File: src/hw/rtl/mpcc_pkg.sv
package mpcc_pkg;

    // APB register map: register i at byte address 4*i
    localparam int AddrWidth = 5;
    localparam int DataWidth = 32;
    localparam int RegIdxWidth = 3;

    localparam logic [RegIdxWidth-1:0] REG_DEAD_TICKS        = 3'd0;
    localparam logic [RegIdxWidth-1:0] REG_IDLE_RESET_TICKS  = 3'd1;
    localparam logic [RegIdxWidth-1:0] REG_CLICK_MIN_TICKS   = 3'd2;
    localparam logic [RegIdxWidth-1:0] REG_CLICK_MAX_TICKS   = 3'd3;
    localparam logic [RegIdxWidth-1:0] REG_CLICK_ENABLE_MASK = 3'd4;

    // Field widths of the registers and the result
    localparam int DeadWidth = 8;
    localparam int CfgTickWidth = 16;
    localparam int MaskWidth = 5;
    localparam int CountWidth = 3;

    // Event codes
    localparam logic EVENT_DETECT_START = 1'b0;
    localparam logic EVENT_BURST_END    = 1'b1;

    typedef struct packed {
        logic [DeadWidth-1:0]    dead_ticks;
        logic [CfgTickWidth-1:0] idle_reset_ticks;
        logic [CfgTickWidth-1:0] click_min_ticks;
        logic [CfgTickWidth-1:0] click_max_ticks;
        logic [MaskWidth-1:0]    click_enable_mask;
    } mpcc_cfg_t;

    localparam mpcc_cfg_t CfgReset = '{
        dead_ticks:        8'd5,
        idle_reset_ticks:  16'd50,
        click_min_ticks:   16'd10,
        click_max_ticks:   16'd25,
        click_enable_mask: 5'd31
    };

    typedef struct packed {
        logic                  event_kind;
        logic [CountWidth-1:0] click_count;
        logic                  click_action;
    } mpcc_result_t;

endpackage

File: src/hw/rtl/mpcc_cfg.sv
module mpcc_cfg
    import mpcc_pkg::*;
(
    input  logic                 clk,
    input  logic                 rst_n,
    input  logic                 psel,
    input  logic                 penable,
    input  logic                 pwrite,
    input  logic [AddrWidth-1:0] paddr,
    input  logic [DataWidth-1:0] pwdata,
    output logic [DataWidth-1:0] prdata,
    output mpcc_cfg_t            cfg
);

    mpcc_cfg_t              cfg_reg;
    logic [RegIdxWidth-1:0] reg_idx;
    logic                   wr_en;

    assign reg_idx = paddr[AddrWidth-1:2];
    assign wr_en   = psel && penable && pwrite;
    assign cfg     = cfg_reg;

    // register writes in the access phase
    always_ff @(posedge clk or negedge rst_n)
    begin
        if (!rst_n)
        begin
            cfg_reg <= CfgReset;
        end
        else if (wr_en)
        begin
            case (reg_idx)
                REG_DEAD_TICKS:        cfg_reg.dead_ticks        <= pwdata[DeadWidth-1:0];
                REG_IDLE_RESET_TICKS:  cfg_reg.idle_reset_ticks  <= pwdata[CfgTickWidth-1:0];
                REG_CLICK_MIN_TICKS:   cfg_reg.click_min_ticks   <= pwdata[CfgTickWidth-1:0];
                REG_CLICK_MAX_TICKS:   cfg_reg.click_max_ticks   <= pwdata[CfgTickWidth-1:0];
                REG_CLICK_ENABLE_MASK: cfg_reg.click_enable_mask <= pwdata[MaskWidth-1:0];
                default: ;
            endcase
        end
    end

    // read mux
    always_comb
    begin
        case (reg_idx)
            REG_DEAD_TICKS:        prdata = DataWidth'(cfg_reg.dead_ticks);
            REG_IDLE_RESET_TICKS:  prdata = DataWidth'(cfg_reg.idle_reset_ticks);
            REG_CLICK_MIN_TICKS:   prdata = DataWidth'(cfg_reg.click_min_ticks);
            REG_CLICK_MAX_TICKS:   prdata = DataWidth'(cfg_reg.click_max_ticks);
            REG_CLICK_ENABLE_MASK: prdata = DataWidth'(cfg_reg.click_enable_mask);
            default:               prdata = '0;
        endcase
    end

endmodule

File: src/hw/rtl/mpcc_core.sv
module mpcc_core
    import mpcc_pkg::*;
#(
    parameter int PULSE_SLOTS = 5,
    parameter int TICK_WIDTH  = 16
)
(
    input  logic         clk,
    input  logic         rst_n,
    input  mpcc_cfg_t    cfg,
    input  logic         take,
    input  logic         sensor_level,
    output logic         res_valid,
    output mpcc_result_t res
);

    localparam int IdxWidth = (PULSE_SLOTS > 1) ? $clog2(PULSE_SLOTS) : 1;
    localparam int HitWidth = $clog2(PULSE_SLOTS + 1);
    localparam int CmpWidth = (TICK_WIDTH > CfgTickWidth) ? TICK_WIDTH : CfgTickWidth;
    localparam int WideCnt  = HitWidth + CountWidth;

    logic                                  last_level_reg, last_level_next;
    logic [TICK_WIDTH-1:0]                 detect_ticks_reg, detect_ticks_next;
    logic [TICK_WIDTH-1:0]                 idle_ticks_reg, idle_ticks_next;
    logic [PULSE_SLOTS-1:0][TICK_WIDTH-1:0] pulse_store_reg, pulse_store_next;
    logic [IdxWidth-1:0]                   write_index_reg, write_index_next;

    logic [PULSE_SLOTS-1:0][TICK_WIDTH-1:0] store_upd;
    logic [PULSE_SLOTS-1:0]                hits;
    logic [WideCnt-1:0]                    count_wide;
    logic [TICK_WIDTH-1:0]                 detect_inc;
    logic [TICK_WIDTH-1:0]                 idle_inc;
    logic                                  in_dead;
    logic                                  burst;

    // saturating tick counters
    assign detect_inc = (detect_ticks_reg == '1) ? detect_ticks_reg : detect_ticks_reg + 1'b1;
    assign idle_inc   = (idle_ticks_reg == '1) ? idle_ticks_reg : idle_ticks_reg + 1'b1;

    // input is ignored during the dead time after a detection start
    assign in_dead = !last_level_reg &&
                     (CmpWidth'(detect_ticks_reg) < CmpWidth'(cfg.dead_ticks));

    // per-tick state update and event generation
    always_comb
    begin
        last_level_next  = last_level_reg;
        detect_ticks_next = detect_ticks_reg;
        idle_ticks_next  = idle_ticks_reg;
        write_index_next = write_index_reg;
        store_upd        = pulse_store_reg;
        pulse_store_next = pulse_store_reg;
        hits             = '0;
        count_wide       = '0;
        burst            = 1'b0;
        res_valid        = 1'b0;
        res              = '0;

        if (take)
        begin
            if (in_dead)
            begin
                detect_ticks_next = detect_inc;
            end
            else
            begin
                last_level_next = sensor_level;
                if (!sensor_level)
                begin
                    // motion active: report the leading edge
                    if (detect_ticks_reg == '0)
                    begin
                        res_valid        = 1'b1;
                        res.event_kind   = EVENT_DETECT_START;
                    end
                    detect_ticks_next = detect_inc;
                    idle_ticks_next   = '0;
                end
                else
                begin
                    // release: log the pulse length into the ring
                    if (detect_ticks_reg != '0)
                    begin
                        store_upd[write_index_reg] = detect_ticks_reg;
                        if (write_index_reg == IdxWidth'(PULSE_SLOTS - 1))
                            write_index_next = '0;
                        else
                            write_index_next = write_index_reg + 1'b1;
                    end
                    idle_ticks_next   = idle_inc;
                    detect_ticks_next = '0;
                end

                // burst end check on the updated ring
                for (int i = 0; i < PULSE_SLOTS; i++)
                begin
                    hits[i] = (CmpWidth'(store_upd[i]) >= CmpWidth'(cfg.click_min_ticks)) &&
                              (CmpWidth'(store_upd[i]) <= CmpWidth'(cfg.click_max_ticks));
                end
                count_wide = WideCnt'($countones(hits));
                burst = (CmpWidth'(idle_ticks_next) > CmpWidth'(cfg.idle_reset_ticks)) &&
                        (store_upd[0] != '0);

                pulse_store_next = store_upd;
                if (burst)
                begin
                    res_valid        = 1'b1;
                    res.event_kind   = EVENT_BURST_END;
                    res.click_count  = count_wide[CountWidth-1:0];
                    if ((count_wide >= WideCnt'(1)) && (count_wide <= WideCnt'(MaskWidth)))
                        res.click_action =
                            cfg.click_enable_mask[CountWidth'(count_wide - WideCnt'(1))];
                    pulse_store_next = '0;
                    write_index_next = '0;
                end
            end
        end
    end

    always_ff @(posedge clk or negedge rst_n)
    begin
        if (!rst_n)
        begin
            last_level_reg   <= 1'b1;
            detect_ticks_reg <= '0;
            idle_ticks_reg   <= '0;
            pulse_store_reg  <= '0;
            write_index_reg  <= '0;
        end
        else
        begin
            last_level_reg   <= last_level_next;
            detect_ticks_reg <= detect_ticks_next;
            idle_ticks_reg   <= idle_ticks_next;
            pulse_store_reg  <= pulse_store_next;
            write_index_reg  <= write_index_next;
        end
    end

endmodule

File: src/hw/rtl/mpcc_out.sv
module mpcc_out
    import mpcc_pkg::*;
(
    input  logic         clk,
    input  logic         rst_n,
    input  logic         push,
    input  mpcc_result_t res,
    output logic         space,
    output logic         out_valid,
    input  logic         out_ready,
    output mpcc_result_t out_res
);

    logic         valid_reg;
    mpcc_result_t res_reg;

    // a slot is free when empty or being drained this cycle
    assign space     = !valid_reg || out_ready;
    assign out_valid = valid_reg;
    assign out_res   = res_reg;

    always_ff @(posedge clk or negedge rst_n)
    begin
        if (!rst_n)
        begin
            valid_reg <= 1'b0;
        end
        else if (space)
        begin
            valid_reg <= push;
        end
    end

    always_ff @(posedge clk)
    begin
        if (space && push)
        begin
            res_reg <= res;
        end
    end

endmodule

File: src/hw/rtl/motion_pulse_click_counter.sv
// Motion pulse click counter. Each accepted item is one poll tick of the
// active-low motion line. The block takes one item per clock cycle while
// sensor_ready is high, which drops only while a finished event sits unread
// and event_ready is low; all per-tick counters, the pulse ring and the five
// window compares settle combinationally, and the event (detection start, or
// burst end with click count and action flag) appears in the output register
// in the cycle after the tick is taken. Registers sit on the APB port at byte
// addresses 0x00 dead_ticks, 0x04 idle_reset_ticks, 0x08 click_min_ticks,
// 0x0C click_max_ticks, 0x10 click_enable_mask; write them only while idle.
module motion_pulse_click_counter
    import mpcc_pkg::*;
#(
    parameter int PULSE_SLOTS = 5,
    parameter int TICK_WIDTH  = 16
)
(
    input  logic                  clk,
    input  logic                  rst_n,
    input  logic                  psel,
    input  logic                  penable,
    input  logic                  pwrite,
    input  logic [AddrWidth-1:0]  paddr,
    input  logic [DataWidth-1:0]  pwdata,
    output logic [DataWidth-1:0]  prdata,
    output logic                  pready,
    input  logic                  sensor_valid,
    output logic                  sensor_ready,
    input  logic                  sensor_level,
    output logic                  event_valid,
    input  logic                  event_ready,
    output logic                  event_kind,
    output logic [CountWidth-1:0] click_count,
    output logic                  click_action
);

    mpcc_cfg_t    cfg;
    mpcc_result_t res;
    mpcc_result_t out_res;
    logic         res_valid;
    logic         space;
    logic         take;

    assign pready       = 1'b1;
    assign sensor_ready = space;
    assign take         = sensor_valid && space;

    mpcc_cfg u_cfg (
        .clk     (clk),
        .rst_n   (rst_n),
        .psel    (psel),
        .penable (penable),
        .pwrite  (pwrite),
        .paddr   (paddr),
        .pwdata  (pwdata),
        .prdata  (prdata),
        .cfg     (cfg)
    );

    mpcc_core #(
        .PULSE_SLOTS (PULSE_SLOTS),
        .TICK_WIDTH  (TICK_WIDTH)
    ) u_core (
        .clk          (clk),
        .rst_n        (rst_n),
        .cfg          (cfg),
        .take         (take),
        .sensor_level (sensor_level),
        .res_valid    (res_valid),
        .res          (res)
    );

    mpcc_out u_out (
        .clk       (clk),
        .rst_n     (rst_n),
        .push      (take && res_valid),
        .res       (res),
        .space     (space),
        .out_valid (event_valid),
        .out_ready (event_ready),
        .out_res   (out_res)
    );

    assign event_kind   = out_res.event_kind;
    assign click_count  = out_res.click_count;
    assign click_action = out_res.click_action;

endmodule
File: config.mk
export PLATFORM = sky130hd
export DESIGN_NAME = motion_pulse_click_counter
export DESIGN_NICKNAME = d
export VERILOG_FILES = /design/src/hw/rtl/mpcc_pkg.sv /design/src/hw/rtl/mpcc_cfg.sv /design/src/hw/rtl/mpcc_core.sv /design/src/hw/rtl/mpcc_out.sv /design/src/hw/rtl/motion_pulse_click_counter.sv
export SDC_FILE = /design/constraint.sdc
export NUM_CORES = 1
export LEC_CHECK = 0
export ABC_CLOCK_PERIOD_IN_PS = 9400
export BUFFER_PORTS_ARGS = -buffer_cell sky130_fd_sc_hd__buf_2
export CORE_MARGIN = 8
export CORE_UTILIZATION = 60
export DETAILED_ROUTE_END_ITERATION = 8
export GPL_ROUTABILITY_DRIVEN = 0
export PLACE_DENSITY = 0.79
export SLEW_MARGIN = 15
export SYNTH_ARGS = -nofsm -noshare
export SYNTH_HDL_FRONTEND = slang
export SYNTH_SLANG_ARGS = --single-unit
File: constraint.sdc
create_clock -name clk -period 9.4 [get_ports clk]
set_clock_uncertainty 0.1 [all_clocks]
set_input_delay 0.47 -clock clk [delete_from_list [all_inputs] [get_ports clk]]
set_output_delay 0.47 -clock clk [all_outputs]
set_load 0.01 [all_outputs]
==> results.toml, run 1 <==
[timing]
tightest_slew_ps = 1254
finalHoldViolations = 0
setup_tns_ps = 0
slew_headroom = 0.1628
timing.fmax_mhz = 135.3
fin_crit_sh = 0.7863
setup_viol = 0
drv_slew = 0
layout_min_cycle_time_ps = 7391
rsz0062_at_grt = "false"
hold_ws_ps = 38.55

[floorplan]
die-width_um = 169.1
initial_core_util = 0.6049
io_pins = 85
coreArea_um2 = 23260
die_area_um2 = 28610
die_h_um = 169.1
rows = 56

[synthesis]
synthXorXnorAreaFrac = 0.01058
syn_inst = 1611
synthMuxAreaShare = 0.04374
ys_warn_count = 0
ys_top_cells_by_area = "dfrtp_1, ha_1, nand2_1"
synth.distinct_cells = 72
ys.flop_type = "dfrtp_1"
ys_seq_area_frac = 0.3286
synth_edf_count = 5
avgSynthCellArea_um2 = 8.735
synth-compound-area-share = 0.2249
netlist_area_um2 = 14070
synth_top_family_by_area = "compound AO/OA/AOI/OAI gates"
synth_adder_area_share = 0.1736
ys_ff_latch = 183
yosysTopAreaCellShare = 0.2881
async_reset_ff_frac = 0.9727
synth_area_leader_cell = "dfrtp_1"
synthSimpleGateAreaFrac = 0.1616

[setup_path]
required_ps = 9480
end_kind = "flip-flop"
critical_path_class = "flip-flop to flip-flop"
reg2reg_from = "u_core.detect_ticks_reg[0]"
cp_max_fo = 42
arrival_ps = 7470
r2r_end = "u_out.out_res[0]"
reg2reg_slack_ps = 2010
r2r_cells = 24
critPathLaunchType = "flip-flop"

[clock_tree]
cts-resized-gates = 0
post-cts-setup-buffer-count = 0
clockRootBuffer = "clkbuf_16"
clock_latency_ps = 450
clk_pin_slew_ps = 80
cts_buffers = 17
cts_htree_levels = 4
ctsHoldBuffers = 0
cts.path.max_buffers = 2
clock-sinks = 183
cts_tree = "done"

[place]
numPortBuffers = 49
hpwlAfterDp_mm = 28.94
placed_cells = 1905

[global_routing]
grt_max_degree = 109
globalRouteOverflowTotal = 0
antenna_found_initial = 0
gr-usage-all-layers = 0.2776
grt_pass1_vias = 11770
grt_pass1_wl_mm = 63.47

[route]
ant_nets = 0
viasPerCell = 6.446
drc = 0
wl_per_cell_um = 20.37
first_pass_iters = 5
drt_wl_total_mm = 39.45
drt_iter0_drc = 1605
vias = 12490

[final_layout]
largest_reg_flops = 80
n_antenna_cell = 0
final_core_util = 0.6454
drive_above_1_share = 0.1088
fin_nets = 1844
layout.cells.non_filler = 1937
synthToLayoutAreaGrowth_pct = 6.686

[power]
pwr-share-seq = 0.295
swShare = 0.4652
finalPower_w = 0.003571
power_frac_clock = 0.208
combPwrFrac = 0.496
internal-power_w = 0.001910
power.leakage_nw = 6.908
p_per_area_nw_per_um2 = 237.9
p_sw_w = 0.001661
ir_worst_vdd_mv = 0.4356

[min_path]
hp-class = "input port to async pin"

[run]
maxCapViolations = 0

[status]
outcome = "completed"
## layout make-up
| class | count | area (um^2) |
|---|---|---|
| tap | 319 | 399.1 |
| clock inverter | 13 | 156.4 |
| timing repair buffer | 62 | 349.1 |
| inverter | 80 | 300.3 |
| clock buffer | 19 | 452.9 |
| multi-input combinational | 1261 | 8731 |
| sequential | 183 | 4624 |
| fill | 1937 | 8249 |
## worst max path at each step
stage / endpoint / depth (start not counted) / start / slack [ps]
2_1_floorplan: u_out.out_res[0] / 23 / u_core.detect_ticks_reg[0] / 3110
3_3_place_gp: u_out.out_res[0] / 24 / u_core.detect_ticks_reg[0] / 2340
3_5_place_dp: u_out.out_res[0] / 24 / u_core.detect_ticks_reg[0] / 2240
4_1_cts: u_out.out_res[0] / 24 / u_core.detect_ticks_reg[0] / 2110
5_1_grt: u_out.out_res[0] / 24 / u_core.detect_ticks_reg[0] / 1640
6_report: u_out.out_res[0] / 24 / u_core.detect_ticks_reg[0] / 2010
## worst max-delay path, stage by stage, from the launching register on
cell and delay, ps:
dfrtp_1 530, clkinv_1 370, ha_1 350, nor3b_1 150, a41oi_2 190, buf_4 180
nor2b_1 350, nand3_1 120, buf_4 260, nand2_1 130, o21ai_0 140, ha_1 350
nand4_1 120, or2_2 330, or3_1 390, nor2b_1 150, a221oi_1 440, ha_1 330
fa_1 380, inv_1 70, fa_1 520, ha_1 390, mux4_2 500, a21oi_1 160
nor4_1 80
## power groups by stage
stage          clock [W]  sequential (W)  combinational, W
6_report        0.000744         0.00105           0.00177
2_1_floorplan          0         0.00102           0.00130
3_3_place_gp           0         0.00106           0.00165
3_5_place_dp           0         0.00107           0.00172
4_1_cts         0.000746         0.00105           0.00174
5_1_grt         0.000779         0.00107           0.00197
## per-layer routing
metal / global-route usage / wire, um / part of all wire
met1: 0.3759 / 17150 / 0.43
met2: 0.4283 / 17590 / 0.45
met3: 0.06699 / 3460 / 0.088
met4: 0.09773 / 1250 / 0.032
met5: 0 / 0 / 0
## kinds of logic (layout without fill, tap and decap cells)
| family | after synthesis | in the layout |
|---|---|---|
| other | 2 | 17 |
| multiplexers | 51 | 51 |
| adder cells (fa/ha/maj) | 194 | 194 |
| buffers and inverters | 182 | 174 |
| AO/OA/AOI/OAI | 487 | 487 |
| flip-flops | 183 | 183 |
| XOR/XNOR | 17 | 17 |
| AND/OR/NAND/NOR | 495 | 495 |
## synth_stat cells, types with 6 or more instances
master	instances
a2111oi_0	6
a211oi_1	12
a21o_1	26
a21oi_1	61
a22oi_1	18
and3_1	7
buf_2	22
buf_4	18
clkbuf_1	55
clkinv_1	10
dfrtp_1	162
dfstp_2	16
ha_1	192
inv_1	70
mux2_2	44
nand2_1	271
nand2b_1	16
nand3_1	28
nand4_1	40
nor2_1	59
nor2b_1	17
nor3_1	19
nor4_1	13
o2111ai_1	8
o211ai_1	124
o21a_1	10
o21ai_0	172
o221ai_1	7
xnor2_1	15
## cell usage in the layout, fill, tap and decap left out, types with 6 or more instances in the layout
cell type and count:
nor4_1 12, buf_4 13, a21o_1 26, nor2b_1 17, o211ai_1 124, ha_1 192, o21a_1 10, a2111oi_0 6
nor3_1 19, nand2b_1 15, conb_1 17, xnor2_1 15, o21ai_0 172, nand4_1 40, a211oi_1 12, nand2_1 271
dfstp_2 16, mux2_2 44, o2111ai_1 8, nor2_1 57, dfrtp_1 162, nand3_1 28, inv_1 70, clkbuf_16 17
a21oi_1 61, buf_2 48, and3_1 7, a22oi_1 18, o221ai_1 7, clkinv_1 10
## stage by stage
| stage | setup WS (ps) | cell area [um^2] |
|---|---|---|
| 2_1_floorplan | 3113 | 14130 |
| 3_3_place_gp | 2341 | 14400 |
| 3_5_place_dp | 2237 | 14400 |
| 4_1_cts | 2111 | 15010 |
| 5_1_grt | 1640 | 15010 |
| 6_report | 2009 | 15010 |
(Power assumes the default switching activity.)
==> inputs of run 2 (changes only) <==
--- a/config.mk
+++ b/config.mk
@@ -5,7 +5,7 @@
 export SDC_FILE = /design/constraint.sdc
 export NUM_CORES = 1
 export LEC_CHECK = 0
-export ABC_CLOCK_PERIOD_IN_PS = 9400
+export ABC_CLOCK_PERIOD_IN_PS = 7700
 export BUFFER_PORTS_ARGS = -buffer_cell sky130_fd_sc_hd__buf_2
 export CORE_MARGIN = 8
 export CORE_UTILIZATION = 60
==> constraint.sdc (replaced) <==
create_clock -name clk -period 7.7 [get_ports clk]
set_clock_uncertainty 0.1 [all_clocks]
set_input_delay 0.385 -clock clk [delete_from_list [all_inputs] [get_ports clk]]
set_output_delay 0.385 -clock clk [all_outputs]
set_load 0.01 [all_outputs]
==> results.toml, run 2 (same netlist as run 1, synthesis figures left out) <==
[status]
outcome = "finished, violations left"
violations = "hold timing"

[timing]
drv_slew = 0
tightest_slew_ps = 1154
slew_headroom = 0.2298
setup_viol = 0
rsz0062_at_grt = "false"
hold_ws_ps = -31.85
finalHoldViolations = 11
setup_tns_ps = 0
timing.fmax_mhz = 141.7
layout_min_cycle_time_ps = 7058
fin_crit_sh = 0.9166
setup_ws_ps = 642.0

[global_routing]
antenna_found_initial = 0
grt_pass1_vias = 12010
grt_pass1_wl_mm = 65.09
grt_max_degree = 111
globalRouteOverflowTotal = 0
gr-usage-all-layers = 0.2850

[clock_tree]
cts_tree = "done"
clock-sinks = 183
clock_latency_ps = 450
clockRootBuffer = "clkbuf_16"
ctsHoldBuffers = 0
cts.path.max_buffers = 2
cts-resized-gates = 0
cts_buffers = 17
post-cts-setup-buffer-count = 0
clk_pin_slew_ps = 80
cts_htree_levels = 4

[setup_path]
end_kind = "flip-flop"
cp_max_fo = 42
required_ps = 7750
reg2reg_from = "u_core.detect_ticks_reg[1]"
reg2reg_slack_ps = 640
r2r_end = "u_out.out_res[0]"
critPathLaunchType = "flip-flop"
arrival_ps = 7110
r2r_cells = 23
startpoint = "u_core.detect_ticks_reg[1]"
critical_path_class = "flip-flop to flip-flop"

[final_layout]
n_antenna_cell = 0
regArea_um2 = 4624
layout_common_cells = "nand2_1, ha_1, o21ai_0"
drive_above_1_share = 0.1104
fill_cells = 1900
synthToLayoutAreaGrowth_pct = 6.713
final_common_cell = "nand2_1"
multiInputGateArea_um2 = 8731
largest_reg_flops = 80
fin_nets = 1847

[min_path]
hp-class = "input port to async pin"

[floorplan]
rows = 56
coreArea_um2 = 23260
die_h_um = 169.1
die_area_um2 = 28610
initial_core_util = 0.6049
io_pins = 85
die-width_um = 169.1

[power]
internal-power_w = 0.002316
pwr-share-seq = 0.295
power_frac_clock = 0.203
ir_worst_vdd_mv = 0.2932
combPwrFrac = 0.502
swShare = 0.4699
p_sw_w = 0.002052
power.leakage_nw = 6.908
finalPower_w = 0.004368
p_per_area_nw_per_um2 = 290.9

[route]
drt_wl_total_mm = 41.14
vias = 12750
drt_iter0_drc = 1394
viasPerCell = 6.572
wl_per_cell_um = 21.20
ant_nets = 0
drc = 0
first_pass_iters = 6

[run]
maxCapViolations = 0

[place]
pre_cts_slack_ps = 770.6
numPortBuffers = 49
hpwlAfterDp_mm = 29.56
[run 2: changes by cell type in the layout (fill, tap and decap cells not counted), moves of 2 or more]
cell	delta
buf_4	+3
clkbuf_8	-2
clkinv_2	+2
inv_8	-3
[run 2: how the worst max path moves through the flow]
stage	depth (start not counted)	end
final	23	u_out.out_res[0]
after global routing	23	u_out.out_res[0]
after CTS	23	u_out.out_res[0]
after detailed placement	23	u_out.out_res[0]
after global placement	23	u_out.out_res[0]
after floorplan	23	u_out.out_res[0]
[run 2: cell type report]
type                    instances  area share
well taps                     319     0.02658
clock inverters                15     0.01100
repair buffers                 65     0.02475
inverters                      80     0.02000
multi-input cells            1261      0.5814
flip-flops and latches        183      0.3079
clock buffers                  17     0.02833
[run 2: worst max-delay path: stages (launching register included)]
cell and delay, ps:
dfrtp_1 470, clkinv_1 320, ha_1 300, nor3b_1 150, a41oi_2 230, nor2b_1 380
nand3_1 120, buf_4 280, nand2_1 140, o21ai_0 150, ha_1 360, nand4_1 130
or2_2 330, or3_1 390, nor2b_1 140, a221oi_1 380, ha_1 320, fa_1 390
inv_1 70, fa_1 500, ha_1 360, mux4_2 500, a21oi_1 170, nor4_1 80
[run 2: power by group through the flow]
stage                     clock network (W)  logic, W  registers (W)
final                              0.000888   0.00219        0.00129
after global routing               0.000925   0.00242        0.00131
after CTS                          0.000888   0.00215        0.00128
after detailed placement                  0   0.00213        0.00130
after global placement                    0   0.00203        0.00129
after floorplan                           0   0.00159        0.00125
[run 2: metrics by stage]
stage               instances    util  cell area (um^2)
finish                   1940  0.6455             15020
global route             1940  0.6455             15020
CTS                      1940  0.6455             15020
detailed placement       1908  0.6202             14430
global placement         1908  0.6202             14430
floorplan                1626       -             14130
[run 2: per-layer routing]
metal | track usage | up-vias | wire [um]
met3 | 0.05792 | 119 | 3549
met2 | 0.4387 | 611 | 18350
met5 | 0 | - | 0
met4 | 0.1108 | 0 | 1544
li1 | - | 5885 | -
met1 | 0.3897 | 6135 | 17700
==> inputs of run 3 (changes only) <==
--- a/config.mk
+++ b/config.mk
@@ -7,11 +7,13 @@
 export LEC_CHECK = 0
 export ABC_CLOCK_PERIOD_IN_PS = 7700
 export BUFFER_PORTS_ARGS = -buffer_cell sky130_fd_sc_hd__buf_2
+export CELL_PAD_IN_SITES_DETAIL_PLACEMENT = 0
+export CELL_PAD_IN_SITES_GLOBAL_PLACEMENT = 1
 export CORE_MARGIN = 8
-export CORE_UTILIZATION = 60
+export CORE_UTILIZATION = 48
 export DETAILED_ROUTE_END_ITERATION = 8
 export GPL_ROUTABILITY_DRIVEN = 0
-export PLACE_DENSITY = 0.79
+export PLACE_DENSITY = 0.83
 export SLEW_MARGIN = 15
 export SYNTH_ARGS = -nofsm -noshare
 export SYNTH_HDL_FRONTEND = slang
==> results.toml, run 3 (same netlist as run 1, synthesis figures left out) <==
[status]
outcome = "completed"

[timing]
slew_headroom = 0.2485
setup_ws_ps = 785.0
tightest_slew_ps = 1113
drv_slew = 0
fin_crit_sh = 0.8981
timing.fmax_mhz = 144.6
finalHoldViolations = 0
layout_min_cycle_time_ps = 6915
rsz0062_at_grt = "false"
setup_tns_ps = 0
setup_viol = 0

[clock_tree]
cts.path.max_buffers = 2
cts_buffers = 17
clock_latency_ps = 460
clock-sinks = 183
post-cts-setup-buffer-count = 0
clockRootBuffer = "clkbuf_16"
cts-resized-gates = 0
ctsHoldBuffers = 1
clk_pin_slew_ps = 80
cts_htree_levels = 4
cts_tree = "done"

[final_layout]
layout_common_cells = "nand2_1, ha_1, o21ai_0"
drive_above_1_share = 0.1151
fin_nets = 1859
largest_reg_flops = 80
design_area_um2 = 15160
fill_cells = 2666
synthToLayoutAreaGrowth_pct = 7.762
final_common_cell = "nand2_1"
n_antenna_cell = 0

[setup_path]
critical_path_class = "flip-flop to flip-flop"
crit_slowest_cell = "fa_1"
crit_cells = 24
reg2reg_slack_ps = 790
cpMostUsedCell = "ha_1"
required_ps = 7800
cp_top_family = "adder cells"
cp_max_fo = 42
startpoint = "u_core.detect_ticks_reg[1]"
path_buf_inv = 5
reg2reg_from = "u_core.detect_ticks_reg[1]"
arrival_ps = 7020
path_cells = "clkinv_1 > buf_4 > ha_1 > nor3b_1 > a41oi_2 > nor2b_1 > buf_4 > nand3_1 > buf_4 > o21ai_0 > ha_1 > nand4_1 > or2_2 > or3_1 > nor2b_1 > a221oi_1 > ha_1 > fa_1 > inv_1 > fa_1 > ha_1 > mux4_2 > a21oi_1 > nor4_1"
end_kind = "flip-flop"
crit_path_max_incr_delay_ps = 520
r2r_cells = 24
endpoint = "u_out.out_res[0]"
r2r_end = "u_out.out_res[0]"
critPathLaunchType = "flip-flop"

[place]
numPortBuffers = 49
postPlaceCellArea_um2 = 14590
hpwlAfterDp_mm = 31.48
pre_cts_slack_ps = 858.0

[global_routing]
grt_pass1_wl_mm = 67.76
grt_max_degree = 85
gr-usage-all-layers = 0.2427
antenna_found_initial = 0
grt_pass1_vias = 11870
globalRouteOverflowTotal = 0

[route]
vias = 12440
drt_iter0_drc = 1028
drt_wl_total_mm = 42.94
ant_nets = 0
wl_per_cell_um = 21.29
viasPerCell = 6.165
drc = 0
first_pass_iters = 7

[power]
ir_worst_vdd_mv = 0.3408
power.leakage_nw = 6.946
p_per_area_nw_per_um2 = 289.6

[run]
maxCapViolations = 0

[floorplan]
die_area_um2 = 35050
initial_core_util = 0.4890
die-width_um = 187.2
io_pins = 85
rows = 62
coreArea_um2 = 28780
die_h_um = 187.2

[min_path]
hp-class = "input port to flip-flop"
[run 3: worst min-delay path by stage]
stage	startpoint	to	cells past startpoint	slack [ps]
floorplan	rst_n	u_cfg.cfg[10]	0	-10
global placement	rst_n	u_core.idle_ticks_reg[3]	1	290
detailed placement	rst_n	u_core.idle_ticks_reg[3]	1	300
CTS	pwdata[14]	u_cfg.cfg[51]	3	50
global route	pwdata[10]	u_cfg.cfg[47]	3	60
finish	pwdata[14]	u_cfg.cfg[51]	3	60
[run 3: area by class of cell]
class | instances | area, um^2 | area share
tap | 384 | 480.5 | 0.03168
inverter | 80 | 300.3 | 0.01980
clock inverter | 14 | 137.6 | 0.009076
clock buffer | 18 | 429.2 | 0.02830
multi-input combinational | 1261 | 8728 | 0.5756
sequential | 183 | 4624 | 0.3050
timing repair buffer | 77 | 464.2 | 0.03061
[run 3: metal layers]
metal,up-vias,part of all wire,track usage
met5,-,0,0
met2,387,0.45,0.3744
met4,0,0.026,0.07911
met1,6050,0.46,0.3318
met3,78,0.065,0.05500
li1,5920,-,-
[run 3: worst reg2reg max path, delay by kind of cell, from the launching register on]
kind,cells,cell delay [ps]
fa+ha+maj,6,2140
simple gates,8,1540
compound gates,4,1110
buf+inv,5,810
mux,1,510
flops,1,460
[run 3: where the power goes]
part / internal (W) / switching, W / leakage [nW]
combinational: 0.000757 / 0.00149 / 4.65
sequential: 0.00113 / 0.000149 / 2.03
clock: 0.000428 / 0.000440 / 0.269
[run 3: through the flow]
| stage | instances | hold slack, ps | total power [W] | util |
|---|---|---|---|---|
| after CTS | 2017 | 47.80 | 0.004361 | 0.5269 |
| after global placement | 1984 | 289.0 | 0.003410 | 0.5069 |
| after detailed placement | 1984 | 296.0 | 0.003486 | 0.5069 |
| after global routing | 2017 | 60.63 | 0.004716 | 0.5269 |
| final | 2017 | 58.95 | 0.004392 | 0.5269 |
| after floorplan | 1626 | -10.59 | 0.002835 | - |
